File: config.mk
export PLATFORM = sky130hd
export DESIGN_NAME = ctq_cmp
export DESIGN_NICKNAME = d
export VERILOG_FILES = /design/src/rtl/core/ctq_pkg.sv /design/src/rtl/core/ctq_cmp.sv
export SDC_FILE = /design/constraint.sdc
export NUM_CORES = 1
export LEC_CHECK = 0
export BUFFER_PORTS_ARGS = -buffer_cell sky130_fd_sc_hd__buf_2
export CORE_MARGIN = 2
export CORE_UTILIZATION = 42
export DETAILED_ROUTE_END_ITERATION = 10
export PLACE_DENSITY = 0.9
export SETUP_SLACK_MARGIN = 0.2
export SLEW_MARGIN = 20
export SYNTH_ARGS = -nofsm -noshare
export SYNTH_HDL_FRONTEND = slang
export SYNTH_SLANG_ARGS = --single-unit
export TNS_END_PERCENT = 10
File: constraint.sdc
create_clock -name vclk -period 5.5
set_input_delay 0.825 -clock vclk [all_inputs]
set_output_delay 0.825 -clock vclk [all_outputs]
set_load 0.05 [all_outputs]
File: src/rtl/core/ctq_pkg.sv
package ctq_pkg;

    localparam int QUEUE_DEPTH = 32;
    localparam int MAX_RESULTS = 32;
    localparam int IDX_W       = $clog2(QUEUE_DEPTH);
    localparam int CNT_W       = $clog2(QUEUE_DEPTH + 1);
    localparam int BUF_DEPTH   = (QUEUE_DEPTH < MAX_RESULTS) ? QUEUE_DEPTH : MAX_RESULTS;
    localparam int BUF_AW      = $clog2(BUF_DEPTH);

    localparam int TIME_W = 32;
    localparam int CONN_W = 12;
    localparam int SEQ_W  = 32;
    localparam int WAIT_W = 16;
    localparam int COUNT_OUT_W = 6;

    // stream payload widths, rounded up to whole bytes
    localparam int S_DATA_W = 80;
    localparam int M_DATA_W = 88;

    localparam int APB_AW = 3;
    localparam int APB_DW = 32;

    typedef enum logic [1:0] {
        OP_ADD   = 2'd0,
        OP_DEL   = 2'd1,
        OP_POLL  = 2'd2,
        OP_CLEAR = 2'd3
    } op_t;

    typedef enum logic {
        REG_WAIT = 1'b0,
        REG_KICK = 1'b1
    } reg_idx_t;

    typedef struct packed {
        logic [TIME_W-1:0] expiry;
        logic [CONN_W-1:0] connection;
        logic [SEQ_W-1:0]  seq_tag;
    } entry_t;

    typedef struct packed {
        logic [CONN_W-1:0] connection;
        logic [SEQ_W-1:0]  seq_tag;
    } held_t;

    typedef struct packed {
        logic le;
        logic conn_eq;
    } cmp_t;

endpackage

File: src/rtl/core/ctq_cmp.sv
module ctq_cmp (
    input  logic [ctq_pkg::TIME_W-1:0] expiry,
    input  logic [ctq_pkg::TIME_W-1:0] operand,
    input  logic [ctq_pkg::CONN_W-1:0] conn_a,
    input  logic [ctq_pkg::CONN_W-1:0] conn_b,
    output ctq_pkg::cmp_t              result
);
    import ctq_pkg::*;

    always_comb begin
        result.le      = (expiry <= operand);
        result.conn_eq = (conn_a == conn_b);
    end

endmodule

==> impl_metrics.toml <==
[sta]
clock.fmax_mhz = 299.9
worstMarginPinSlew_ns = 0.2860
slew_headroom = 0.8094
slew_viol_final = 0
hold_viol = 0
rsz0062_at_grt = "false"
setup_violations = 0
fin_crit_sh = 0.6063
fin_crit_ns = 3.335
fin_setup_tns_ns = 0

[power]
pwr-share-comb = 1.000
cellLeakagePower_nw = 0.8922
peakVddDrop_mv = 0.03994
power_density_nw_per_um2 = 65.47
p_clk_frac = 0
p_int_mw = 0.05169
switching_share = 0.4512
seqPwrFrac = 0
p_sw_mw = 0.04250
power_mw = 0.09420

[grt]
antenna_found_initial = 0
grt_max_degree = 5
grt_pass1_wl_um = 3546
grt_pass1_vias = 1034
grt.total_usage = 0.1606
grt_overflow = 0

[clocking]
cts_setup_buffers = 0
hold_buffers = 0
post_cts_resized = 0

[floorplanning]
ios = 90
dieArea_um2 = 2667
die_w_um = 51.65
core-area_um2 = 2170
die_y_um = 51.65
initial_core_util = 0.4394
fp-row-count = 17

[yosys]
synth_area_per_cell_um2 = 7.278
muxShareOfSynthArea = 0
syn_nets = 251
netlist_area_um2 = 953.4
yosys.area_share.adder = 0.4199
synth_warnings = 0
yosys.area_share.simple = 0.1877
synth_xor_area_frac = 0.1102
synth-compound-area-share = 0.1522
synth_cell_types = 22
synth_cells = 131
ys_seq_area_frac = 0
synth_top_family_by_area = "adder cells"

[cells_and_area]
drive_above_1_share = 0.4208
n_antenna_cell = 0
fill_cells = 201
syn_to_final_growth_pct = 50.92
clkbuf_count = 0
nFlopsAndLatches = 0
nets = 343
seqCellArea_um2 = 0

[drt]
wire_per_inst_um = 8.639
via_per_inst = 4.683
routed_wirelength_um = 2151
drtPass1Iterations = 4
vias = 1166
drt_iter0_markers = 6
ant_nets = 0
drc = 0

[worst_hold_path]
holdPathEnd = "result[0]"
holdPathStages = 5
hp-start = "conn_a[0]"
min_path_type = "primary input to primary output"

[critical_path]
startpoint_type = "primary input"
cp_data_required_time_ns = 4.68
worstPathArrival_ns = 2.51
worstSetupPathType = "primary input to primary output"
cp_max_fo = 4
worstSetupEndpointType = "primary output"

[place]
gp_congestion = 0.6791
port_buffers = 90
hpwl_um = 2103

[run_status]
status = "finished, final reports clean"

[run]
drv_cap = 0
power by group through the flow:
stage	logic, mW	registers (mW)	clock network, mW
2_1_floorplan	0.0528	0	0
3_3_place_gp	0.0934	0	0
3_5_place_dp	0.0952	0	0
4_1_cts	0.0957	0	0
5_1_grt	0.109	0	0
6_report	0.0942	0	0
cell type report:
class              instances  area (um2)  area share
multi-input cells         98       829.5      0.5765
repair buffers            90       450.4      0.3130
inverters                 33       123.9     0.08609
well taps                 28       35.03     0.02435
layout by cell type (no fill, tap or decap):
cell       count
a2111o_1       1
or4_4          1
nand3_1        3
o22ai_1        1
nand2_1        7
nor3_1         1
inv_1         33
nand4_1        8
and4_1         2
nand2b_2       1
nand4_2        1
nor2b_1        1
a221oi_1       3
o21ai_1        1
xnor2_1       12
a21oi_1       12
ha_1          32
buf_2         90
nand4bb_1      1
a311oi_1       1
o21ai_0        4
nor2_1         4
o211ai_1       1
metrics by stage:
stage | area (um2) | std cells | utilization | setup slack, ns | hold WS, ns
after floorplan | 953.4 | 131 | - | 2.009 | 1.938
after CTS | 1439 | 249 | 0.6632 | 2.162 | 2.097
after global routing | 1439 | 249 | 0.6632 | 2.054 | 2.137
final | 1439 | 249 | 0.6632 | 2.165 | 2.091
after detailed placement | 1439 | 249 | 0.6632 | 2.167 | 2.095
after global placement | 1439 | 249 | 0.6632 | 2.189 | 2.089
cell families (layout without fill, tap and decap cells):
| kind of cell | after synthesis | count (layout) |
|---|---|---|
| AO/OA/AOI/OAI | 24 | 24 |
| AND/OR/NAND/NOR | 30 | 30 |
| buffers and inverters | 33 | 123 |
| adder cells (fa/ha/maj) | 32 | 32 |
| XOR/XNOR | 12 | 12 |
cells in the mapped netlist:
cell type / count / area share
a221oi_1: 3 / 0.028
o21ai_0: 4 / 0.021
o22ai_1: 1 / 0.0066
nand4_1: 8 / 0.052
a2111o_1: 1 / 0.012
nor2b_1: 1 / 0.0066
xnor2_1: 12 / 0.11
nor3_1: 1 / 0.0052
nand2b_2: 1 / 0.0092
or4_4: 1 / 0.012
nand4_2: 1 / 0.013
o21ai_1: 1 / 0.0052
a21oi_1: 12 / 0.063
nand2_1: 7 / 0.028
o211ai_1: 1 / 0.0079
nand3_1: 3 / 0.016
nand4bb_1: 1 / 0.012
nor2_1: 4 / 0.016
and4_1: 2 / 0.018
ha_1: 32 / 0.42
inv_1: 33 / 0.13
a311oi_1: 1 / 0.0092
worst max path at each step:
stage	from	end	slack [ns]	cells after the start
global route	operand[15]	result[1]	2.05	9
finish	operand[14]	result[1]	2.17	9
detailed placement	operand[15]	result[1]	2.17	9
floorplan	operand[13]	result[1]	2.01	7
global placement	operand[13]	result[1]	2.19	9
CTS	operand[14]	result[1]	2.16	9
worst max-delay path, stage by stage:
cell     delay [ns]
buf_2          0.08
inv_1          0.03
ha_1           0.32
nand4_2        0.13
or4_4          0.56
nor2_1         0.13
o22ai_1        0.09
nor2_1         0.08
buf_2          0.27
metal layers:
metal / vias to the layer above / global-route usage / wire length [um]
met3: 0 / 0.008621 / 224
met2: 59 / 0.3312 / 1028
li1: 639 / - / -
met5: - / 0 / 0
met1: 468 / 0.1892 / 898
met4: 0 / 0 / 0
Power figures use the tool's default switching activity.
