File: src/rtl/core/ctq_ram.sv
module ctq_ram #(
    parameter int WIDTH = 8,
    parameter int DEPTH = 32
) (
    input  logic                     aclk,
    input  logic                     we,
    input  logic [$clog2(DEPTH)-1:0] waddr,
    input  logic [WIDTH-1:0]         wdata,
    input  logic [$clog2(DEPTH)-1:0] raddr,
    output logic [WIDTH-1:0]         rdata
);

    logic [WIDTH-1:0] mem [DEPTH];
    logic [WIDTH-1:0] rdata_reg;

    always_ff @(posedge aclk) begin
        if (we) begin
            mem[waddr] <= wdata;
        end
        rdata_reg <= mem[raddr];
    end

    assign rdata = rdata_reg;

endmodule

File: config.mk
export PLATFORM = sky130hd
export DESIGN_NAME = ctq_ram
export DESIGN_NICKNAME = d
export VERILOG_FILES = /design/src/rtl/core/ctq_ram.sv
export SDC_FILE = /design/constraint.sdc
export NUM_CORES = 1
export LEC_CHECK = 0
export BUFFER_PORTS_ARGS = -buffer_cell sky130_fd_sc_hd__buf_2
export CAP_MARGIN = 40
export CORE_MARGIN = 5
export CORE_UTILIZATION = 45
export CTS_CLUSTER_SIZE = 20
export DETAILED_ROUTE_END_ITERATION = 10
export PLACE_DENSITY = 0.73
export SKIP_LAST_GASP = 1
export SYNTH_ARGS = -nofsm -noshare
export SYNTH_HDL_FRONTEND = slang
export SYNTH_SLANG_ARGS = --single-unit
export TNS_END_PERCENT = 10
File: constraint.sdc
create_clock -name aclk -period 2.8 [get_ports aclk]
set_clock_uncertainty 0.1 [all_clocks]
set_input_delay 0.42 -clock aclk [delete_from_list [all_inputs] [get_ports aclk]]
set_output_delay 0.42 -clock aclk [all_outputs]
set_load 0.02 [all_outputs]
==> summary.txt, run 1 <==
Critical path
  • Worst EP arrival: 2290 ps
  • Worst Path Required: 3110 ps
  • R2R depth: 3
  • Critical path's most frequent cell: mux4_2
  • Top delay family on crit path: multiplexers
  • Worst setup SP type: input port
  • Worst path buffer plus inverter count: 2
  • Slowest cell on the critical path: mux4_2
  • Crit path kind: input port to register
  • Slowest stage delay, CP: 550 ps
  • Critical-path cell list: buf_4 > buf_12 > mux4_2 > mux4_2 > mux2_2
  • Critical path peak fanout: 25
  • Levels on crit path: 5
  • CP endpoint kind: register

Drt
  • Residual DRC count: 0
  • Pre-antenna DRT Iters: 5
  • Routed wire length: 19.76 mm
  • Via count: 4509
  • Via density: 5.744
  • WL/cell: 25.17 microns
  • Routed Antenna Nets: 0
  • Iter 0 DRT Violations: 582

Timing
  • TNS Setup: 0 ps
  • Worst-Margin Slew: 826.9 ps
  • Setup WS post-layout: 812.8 ps
  • Final setup vio count: 0
  • Max Slew Vio Count: 0
  • Final hold vios: 0
  • Slew margin rel.: 0.4467
  • Min Tclk post-route: 1987 ps
  • Fmax: 503.2 MHz
  • RSZ-0062 raised after global routing: false
  • Tcrit/Tclk final: 0.7097

Clocking
  • Setup Buffers After CTS: 0
  • CTS tree: done
  • Sink Count: 264
  • Clk Latency, worst-skew pair: 520 ps
  • Worst-path clk slew: 60 ps
  • Num CTS Buffers: 25
  • Post-cts repair resize count: 0
  • Hold buffers post-CTS: 0
  • Clk root buf: clkbuf_16
  • Worst-case clock buffer depth: 3
  • Htree depth: 1

Global routing
  • Gr usage total: 0.1570
  • Remaining Overflow, GRT: 0
  • First-pass GRT wire length: 30.25 mm
  • Initial antenna violation count: 0
  • Largest net degree at the start of global routing: 65
  • Vias in the first global route: 4751

Hold path
  • Hold/Removal Path Class: input port to register
  • Min-Delay Path Depth: 2

Floorplan
  • Die width: 159.5 microns
  • # IOs: 28
  • Initial Util: 0.4592
  • Core Footprint: 21890 sq um
  • Die ar.: 25430 sq um
  • Rows: 54
  • Die Y: 159.5 microns

Synthesis
  • Syn avg cell area: 24.11 sq um
  • Synth warn: 0
  • #FFs+latches synth: 264
  • Post-synthesis sequential area ratio: 0.7806
  • Synthesized cell area: 10050 sq um
  • Synth Net Count: 437
  • Post-Syn Instances: 417
  • Post-synthesis cell type count: 15

Power
  • Static Leakage: 3.673 nW
  • VDD IR-drop max: 392.4 uV
  • Pwr per Cell Area: 693.0 nW/um^2

Finish
  • Max reg flops: 256
  • Share of layout cells above drive strength 1: 0.3802
  • Fin cells: 785
  • Final nets: 510
  • Area Overhead vs Synth: 14.71%
  • Commonest non-fill, non-tap cells in the layout: 256 x edfxtp_1, 80 x mux4_2, 36 x buf_4
  • Ant. Diodes: 0
  • Commonest non-fill, non-tap cell in the layout: edfxtp_1

Placement
  • Placed cells: 743
  • Post-placement setup slack: 251.5 ps
  • I/O Buffers: 27
  • DP Wirelength: 12.51 mm
  • RePlAce Congestion: 0.7827

Run status
  • Outcome: finished clean

Flow run
  • Max-cap violations: 0
==> Yosys cell counts (all sizes together) <==
library cell | instances | area share
buf | 14 | 0.0083
clkbuf | 6 | 0.0022
dfxtp | 8 | 0.016
edfxtp | 256 | 0.76
mux2 | 8 | 0.0090
mux4 | 80 | 0.18
nand2 | 1 | 0.00037
nand3 | 2 | 0.0010
nand3b | 5 | 0.0037
nor2 | 33 | 0.012
or3 | 1 | 0.00062
or3b | 3 | 0.0026
==> per-stage QoR <==
stage	power, W	utilization	cell area (sq um)	hold WS, ps
3_5_place_dp	0.004937	0.4923	10780	744.7
3_3_place_gp	0.004922	0.4923	10780	751.6
5_1_grt	0.008268	0.5268	11530	246.5
6_report	0.007992	0.5268	11530	258.1
2_1_floorplan	0.004744	-	10050	418.9
4_1_cts	0.008072	0.5268	11530	244.4
==> per-layer routing <==
layer	GRT usage	up-vias	part of all wire	routed length [microns]
met4	0.04149	0	0.018	361
met1	0.2198	2367	0.41	8028
met5	0	-	0	0
met2	0.2491	195	0.49	9671
met3	0.04064	32	0.086	1695
li1	-	1915	-	-
==> kinds of logic (layout without fill, tap and decap cells) <==
logic type    count (synthesis)  after routing  synth area share
buf+inv                      20            108           0.01058
flops                       264            264            0.7806
mux                          88             88            0.1882
simple gates                 45             45           0.02066
==> power by group <==
group	internal (W)	switching (W)	total [W]
clock	0.00181	0.00134	0.00315
combinational	0.000189	0.000244	0.000433
sequential	0.00439	0.0000178	0.00441
==> worst register-to-register path, cell delays in order, from the launching register on <==
cell and delay [ps]:
edfxtp_1 360, mux4_2 510, mux4_2 550, mux2_2 290
==> final timing paths <==
path,from,end,slack [ps]
worst min-delay path,raddr[3],rdata[6],260
worst max register to register,mem[21][7],rdata[7],880
worst min register to register,mem[8][3],rdata[3],800
worst max-delay path,raddr[0],rdata[5],810
==> final cells by class <==
cell class,count,area [sq um]
well taps,280,350.3
fillers,1650,10360
flip-flops and latches,264,7848
clock inverters,13,113.9
repair buffers,66,480.5
multi-input cells,133,2100
clock buffers,29,640.6
(Power assumes the default switching activity.)
==> run 2, diff against run 1 <==
--- a/config.mk
+++ b/config.mk
@@ -5,13 +5,14 @@
 export SDC_FILE = /design/constraint.sdc
 export NUM_CORES = 1
 export LEC_CHECK = 0
+export ABC_AREA = 1
 export BUFFER_PORTS_ARGS = -buffer_cell sky130_fd_sc_hd__buf_2
 export CAP_MARGIN = 40
 export CORE_MARGIN = 5
 export CORE_UTILIZATION = 45
 export CTS_CLUSTER_SIZE = 20
 export DETAILED_ROUTE_END_ITERATION = 10
-export PLACE_DENSITY = 0.73
+export PLACE_DENSITY = 0.75
 export SKIP_LAST_GASP = 1
 export SYNTH_ARGS = -nofsm -noshare
 export SYNTH_HDL_FRONTEND = slang
==> constraint.sdc (replaced) <==
create_clock -name aclk -period 1.7 [get_ports aclk]
set_clock_uncertainty 0.1 [all_clocks]
set_input_delay 0.255 -clock aclk [delete_from_list [all_inputs] [get_ports aclk]]
set_output_delay 0.255 -clock aclk [all_outputs]
set_load 0.02 [all_outputs]
==> run 2 against run 1 <==
Net effect: utilization fell by 0.31 points; critical path depth fell by 4; setup slack got worse by 580 ps; clock power rose by 73%; first-iteration DRC count rose by 27%; largest power group unchanged.
==> summary.txt, run 2 <==
Placement
  • RePlAce Congestion: 0.9213 (+18%)
  • Placed cells: 1275 (+72%)
  • DP Wirelength: 14.35 mm (+15%)
  • I/O Buffers: 27 (unchanged)

Flow run
  • Max-cap violations: 0 (unchanged)

Finish
  • Util after Layout: 0.5237 (-0.003103)
  • Commonest non-fill, non-tap cells in the layout: 360 x nand2_1, 256 x edfxtp_1, 204 x nand3_1
  • Final nets: 1005 (+97%)
  • Fin cells: 1323 (+69%)
  • Area Overhead vs Synth: 14.30%
  • Commonest non-fill, non-tap cell in the layout: nand2_1
  • Max reg flops: 256 (unchanged)
  • Share of layout cells above drive strength 1: 0.1246 (-0.2556)

Floorplan
  • Core Footprint: 23540 sq um (+7.5%)
  • Initial Util: 0.4582 (-0.001074)
  • Rows: 56 (+3.7%)
  • Die width: 164.8 microns (+3.4%)
  • Die Y: 164.8 microns (+3.4%)
  • # IOs: 28 (unchanged)
  • Die ar.: 27170 sq um (+6.8%)

Clocking
  • Htree depth: 1 (unchanged)
  • Num CTS Buffers: 26 (+4.0%)
  • Worst-path clk slew: 60 ps (about the same)
  • Clk Latency, worst-skew pair: 520 ps (about the same)
  • CTS tree: done
  • Clk root buf: clkbuf_16
  • Worst-case clock buffer depth: 3 (unchanged)
  • Sink Count: 264 (unchanged)

Synthesis
  • Synthesized cell area: 10790 sq um (+7.3%)
  • Synth warn: 0 (unchanged)
  • #FFs+latches synth: 264 (unchanged)
  • Syn avg cell area: 11.70 sq um (-51%)
  • EDFF count, synth: 256 (unchanged)
  • Yosys top cell area share: 0.7127 (-0.05198)
  • Cell taking the most area after synthesis: edfxtp_1
  • Post-synth top cells: 360 x nand2_1, 256 x edfxtp_1, 204 x nand3_1, 32 x nor2_1, 24 x buf_6
  • Largest cells by area after synthesis: edfxtp_1 71%, nand2_1 13%, nand3_1 9.5%
  • Top FF cell, synth: edfxtp_1
  • Post-synthesis sequential area ratio: 0.7275 (-0.05306)
  • Post-Syn Instances: 922 (+120%)
  • Ys async rst share: 0 (unchanged)
  • Post-synthesis cell type count: 12 (-3)
  • Synth Net Count: 942 (+120%)
  • Top-count cell post-synth: nand2_1

Power
  • Static Leakage: 4.643 nW (+26%)
  • VDD IR-drop max: 871.8 uV (+120%)
  • Pwr per Cell Area: 1105 nW/um^2 (+59%)

Timing
  • WHS: 163.9 ps (-94.13 ps)
  • Max Slew Vio Count: 0 (unchanged)
  • Tcrit/Tclk final: 0.8610
  • Worst-Margin Slew: 616.0 ps (-210.9 ps)
  • Final hold vios: 0 (unchanged)
  • Fmax: 683.2 MHz
  • Slew margin rel.: 0.5893 (+0.1426)
  • RSZ-0062 raised after global routing: false
  • Min Tclk post-route: 1464 ps
  • TNS Setup: 0 ps (unchanged)
  • Final setup vio count: 0 (unchanged)

Global routing
  • Remaining Overflow, GRT: 0 (unchanged)
  • Largest net degree at the start of global routing: 68 (+4.6%)
  • Gr usage total: 0.1794 (+0.02239)
  • Vias in the first global route: 6839 (+44%)
  • Initial antenna violation count: 0 (unchanged)
  • First-pass GRT wire length: 37.65 mm (+24%)

Critical path
  • Critical-path cell list: buf_2
  • Worst path buffer plus inverter count: 1 (-1)
  • Critical path peak fanout: 1 (-96%)
  • Slowest stage delay, CP: 400 ps (-150 ps)
  • Worst setup SP type: register
  • Slowest cell on the critical path: dfxtp_1
  • Worst EP arrival: 1110 ps (-1180 ps)
  • Crit path kind: register to output port
  • Top delay family on crit path: flip-flops
  • CP endpoint kind: output port
  • Worst Path Required: 1340 ps (-1770 ps)

Run status
  • Outcome: finished clean

Drt
  • WL/cell: 18.02 microns (-28%)
  • Pre-antenna DRT Iters: 5 (unchanged)
  • Routed Antenna Nets: 0 (unchanged)
  • Residual DRC count: 0 (unchanged)
  • Routed wire length: 23.84 mm (+21%)
  • Iter 0 DRT Violations: 737 (+27%)
  • Via density: 5.296 (-7.8%)
  • Via count: 7007 (+55%)

Hold path
  • Hold/Removal Path Class: input port to register
run 2: cell types whose count changed in the layout (fill, tap and decap cells not counted), moves of 8 or more:
cell,before,now
nand3_1,2,204
mux2_2,8,0
buf_4,36,49
mux4_2,80,0
nand2_1,1,360
inv_1,0,8
run 2: cell type report:
| class | count | area [sq um] |
|---|---|---|
| repair buffers | 87 | 728.2 |
| fillers | 2029 | 11210 |
| clock buffers | 40 | 794.5 |
| inverters | 10 | 38.79 |
| multi-input cells | 596 | 2492 |
| well taps | 319 | 399.1 |
| flip-flops and latches | 264 | 7848 |
| clock inverters | 6 | 26.28 |
| diodes | 1 | 2.502 |
run 2: path summary, 6_finish.rpt:
path	start	endpoint	slack, ps	depth (start not counted)
worst max-delay path	rdata[1]	rdata[1]	240	1
worst min-delay path	raddr[3]	rdata[2]	160	5
worst max register to register	mem[5][3]	rdata[3]	400	8
worst min register to register	mem[30][2]	rdata[2]	660	8
run 2: cell families after synthesis:
kind of cell | count (synthesis) | synth area share
simple gates | 596 | 0.2311
flops | 264 | 0.7275
buf+inv | 62 | 0.04141
run 2: worst reg2reg max path, cell delays in order (launching register included):
cell,delay (ps)
edfxtp_1,380
nand2_1,80
nand3_1,70
nand3_1,130
nand2_1,90
nand2_1,70
nand2_1,60
nand2_1,130
nand2_1,70
run 2: repair_timing:
item                       CTS  global route
hold endpoints to repair     7             0
hold buffers                 1             0
setup endpoints to repair    0             0
gates resized for setup      0             0
setup buffers                0             0
run 2: routing by layer:
layer	part of all wire	GRT usage	vias to the layer above
li1	-	-	3325
met1	0.41	0.2436	3357
met2	0.48	0.2935	254
met3	0.074	0.03120	71
met4	0.036	0.06352	0
met5	0	0	-
run 2: through the flow:
stage,total power [W],cell area [sq um],setup WS (ps)
2_1_floorplan,0.007943,10790,311.0
4_1_cts,0.01370,12330,244.2
6_report,0.01363,12330,236.3
3_5_place_dp,0.008300,11500,68.75
3_3_place_gp,0.008284,11500,97.26
5_1_grt,0.01406,12330,202.7
run 2: power by group:
group	leakage, nW	total, W	switching, W	internal [W]
clock network	0.407	0.00546	0.00227	0.00319
logic	1.86	0.000905	0.000629	0.000276
registers	2.37	0.00726	0.0000308	0.00723
total	4.64	0.0136	0.00293	0.0107
==> run 3, diff against run 2 <==
--- a/config.mk
+++ b/config.mk
@@ -9,10 +9,10 @@
 export BUFFER_PORTS_ARGS = -buffer_cell sky130_fd_sc_hd__buf_2
 export CAP_MARGIN = 40
 export CORE_MARGIN = 5
-export CORE_UTILIZATION = 45
+export CORE_UTILIZATION = 50
 export CTS_CLUSTER_SIZE = 20
 export DETAILED_ROUTE_END_ITERATION = 10
-export PLACE_DENSITY = 0.75
+export PLACE_DENSITY = 0.81
 export SKIP_LAST_GASP = 1
 export SYNTH_ARGS = -nofsm -noshare
 export SYNTH_HDL_FRONTEND = slang
==> run 3 against run 2 <==
Net effect: utilization grew 4.9 points; via count is 2.4% higher; fmax down 1.6%; setup slack got worse by 23 ps; global-route usage rose by 2.4 points; first-iteration DRC count up 15%; sequential power is essentially flat; worst hold slack got worse by 90 ps; clock power shrank 4.2%; cell area shrank 1.7%; highest routed layer unchanged.
==> summary.txt, run 3 (synthesized netlist as in run 2, its figures left out) <==
Clocking
  • Worst-case clock buffer depth: 3 (unchanged)
  • CTS tree: done
  • Post-cts repair resize count: 0 (unchanged)
  • Htree depth: 1 (unchanged)
  • Setup Buffers After CTS: 0 (unchanged)
  • Hold buffers post-CTS: 1 (unchanged)
  • Sink Count: 264 (unchanged)
  • Worst-path clk slew: 60 ps (about the same)
  • Num CTS Buffers: 25 (-3.8%)
  • Clk root buf: clkbuf_16
  • Clk Latency, worst-skew pair: 530 ps (about the same)

Placement
  • RePlAce Congestion: 0.8549 (-7.2%)
  • Post-placement setup slack: 3.248 ps (-65.50 ps)
  • DP Wirelength: 14.87 mm (+3.6%)
  • I/O Buffers: 27 (unchanged)

Finish
  • Commonest non-fill, non-tap cells in the layout: 360 x nand2_1, 256 x edfxtp_1, 204 x nand3_1
  • Sequential cell area: 7848 sq um (unchanged)
  • Area Overhead vs Synth: 12.39%
  • Share of layout cells above drive strength 1: 0.1135 (-0.01117)
  • Max reg flops: 256 (unchanged)
  • Area of the multi-input gates: 2492 sq um (unchanged)
  • Commonest non-fill, non-tap cell in the layout: nand2_1
  • Final nets: 997 (-0.80%)
  • Ant. Diodes: 0 (-1)
  • Fillers: 1580 (-22%)

Timing
  • Min Tclk post-route: 1487 ps (+23.40 ps)
  • Worst-Margin Slew: 674.4 ps (+58.43 ps)
  • Setup WS post-layout: 212.9 ps (-23.40 ps)
  • Fmax: 672.4 MHz (-1.6%)
  • Tcrit/Tclk final: 0.8748 (+0.01376)
  • Final hold vios: 0 (unchanged)
  • Final setup vio count: 0 (unchanged)
  • TNS Setup: 0 ps (unchanged)
  • Slew margin rel.: 0.5504 (-0.03895)
  • RSZ-0062 raised after global routing: false
  • Max Slew Vio Count: 0 (unchanged)

Power
  • Pwr per Cell Area: 1106 nW/um^2 (about the same)
  • Static Leakage: 4.558 nW (-1.8%)
  • VDD IR-drop max: 937.1 uV (+7.5%)

Critical path
  • Critical path peak fanout: 1 (unchanged)
  • Slowest cell on the critical path: dfxtp_1
  • Critical-path cell list: buf_2
  • Worst Path Required: 1340 ps (about the same)
  • Worst EP arrival: 1130 ps (+20 ps)
  • Worst path buffer plus inverter count: 1 (unchanged)
  • Top delay family on crit path: flip-flops
  • Slowest stage delay, CP: 410 ps (about the same)
  • Crit path kind: register to output port
  • CP endpoint kind: output port
  • Worst setup SP type: register

Drt
  • Routed Antenna Nets: 0 (unchanged)
  • Iter 0 DRT Violations: 850 (+15%)
  • Routed wire length: 24.70 mm (+3.6%)
  • Via density: 5.644 (+6.6%)
  • WL/cell: 19.43 microns (+7.8%)
  • Via count: 7173 (+2.4%)
  • Pre-antenna DRT Iters: 6 (+1)
  • Residual DRC count: 0 (unchanged)

Floorplan
  • Die Y: 156.9 microns (-4.8%)
  • Rows: 53 (-5.4%)
  • Core Footprint: 21150 sq um (-10%)
  • Initial Util: 0.5099 (+0.05173)
  • # IOs: 28 (unchanged)
  • Die width: 156.9 microns (-4.8%)
  • Die ar.: 24610 sq um (-9.4%)

Global routing
  • Vias in the first global route: 7071 (+3.4%)
  • Met1 usage in global routing: 0.2792 (+0.03567)
  • GRT Max-Usage Layer: met2
  • Met2 Use GR: 0.3334 (+0.03989)
  • Largest net degree at the start of global routing: 65 (-4.4%)
  • Gr usage total: 0.2031 (+0.02362)
  • Remaining Overflow, GRT: 0 (unchanged)
  • GR met3 Demand/Resource: 0.02931 (-0.001881)
  • Initial antenna violation count: 0 (unchanged)
  • First-pass GRT wire length: 38.62 mm (+2.6%)

Flow run
  • Max-cap violations: 0 (unchanged)

Run status
  • Outcome: finished clean

Hold path
  • Hold/Removal Path Class: input port to register
run 3: where the power goes:
part           switching [W]  internal (W)  total [W]
Sequential         0.0000395       0.00723    0.00727
Combinational       0.000642      0.000256   0.000898
Clock                0.00226       0.00297    0.00523
Total                0.00294        0.0105     0.0134
run 3: path summary, 6_finish.rpt:
check / slack (ps) / startpoint / endpoint / depth (start not counted)
max: 210 / rdata[1] / rdata[1] / 1
min: 70 / wdata[2] / mem[27][2] / 1
max reg2reg: 420 / mem[13][3] / rdata[3] / 8
min reg2reg: 670 / mem[10][4] / rdata[4] / 8
run 3: final cells by class:
type | count | share of cell area
flip-flops and latches | 264 | 0.6473
multi-input cells | 596 | 0.2056
clock buffers | 39 | 0.05759
repair buffers | 80 | 0.05264
well taps | 275 | 0.02838
clock inverters | 7 | 0.005264
inverters | 10 | 0.003199
run 3: per-layer routing:
| metal | vias to the layer above | part of all wire |
|---|---|---|
| met1 | 3441 | 0.40 |
| met5 | - | 0 |
| met2 | 371 | 0.49 |
| li1 | 3302 | - |
| met4 | 0 | 0.026 |
| met3 | 59 | 0.083 |
run 3: stage by stage:
stage	instances	utilization	instance area, sq um	total power, W	hold WS [ps]
floorplan	922	-	10790	0.007943	253.9
global placement	1224	0.5366	11350	0.008267	526.6
detailed placement	1224	0.5366	11350	0.008297	527.9
CTS	1271	0.5731	12120	0.01345	57.32
global route	1271	0.5731	12120	0.01380	65.33
finish	1271	0.5731	12120	0.01340	74.34
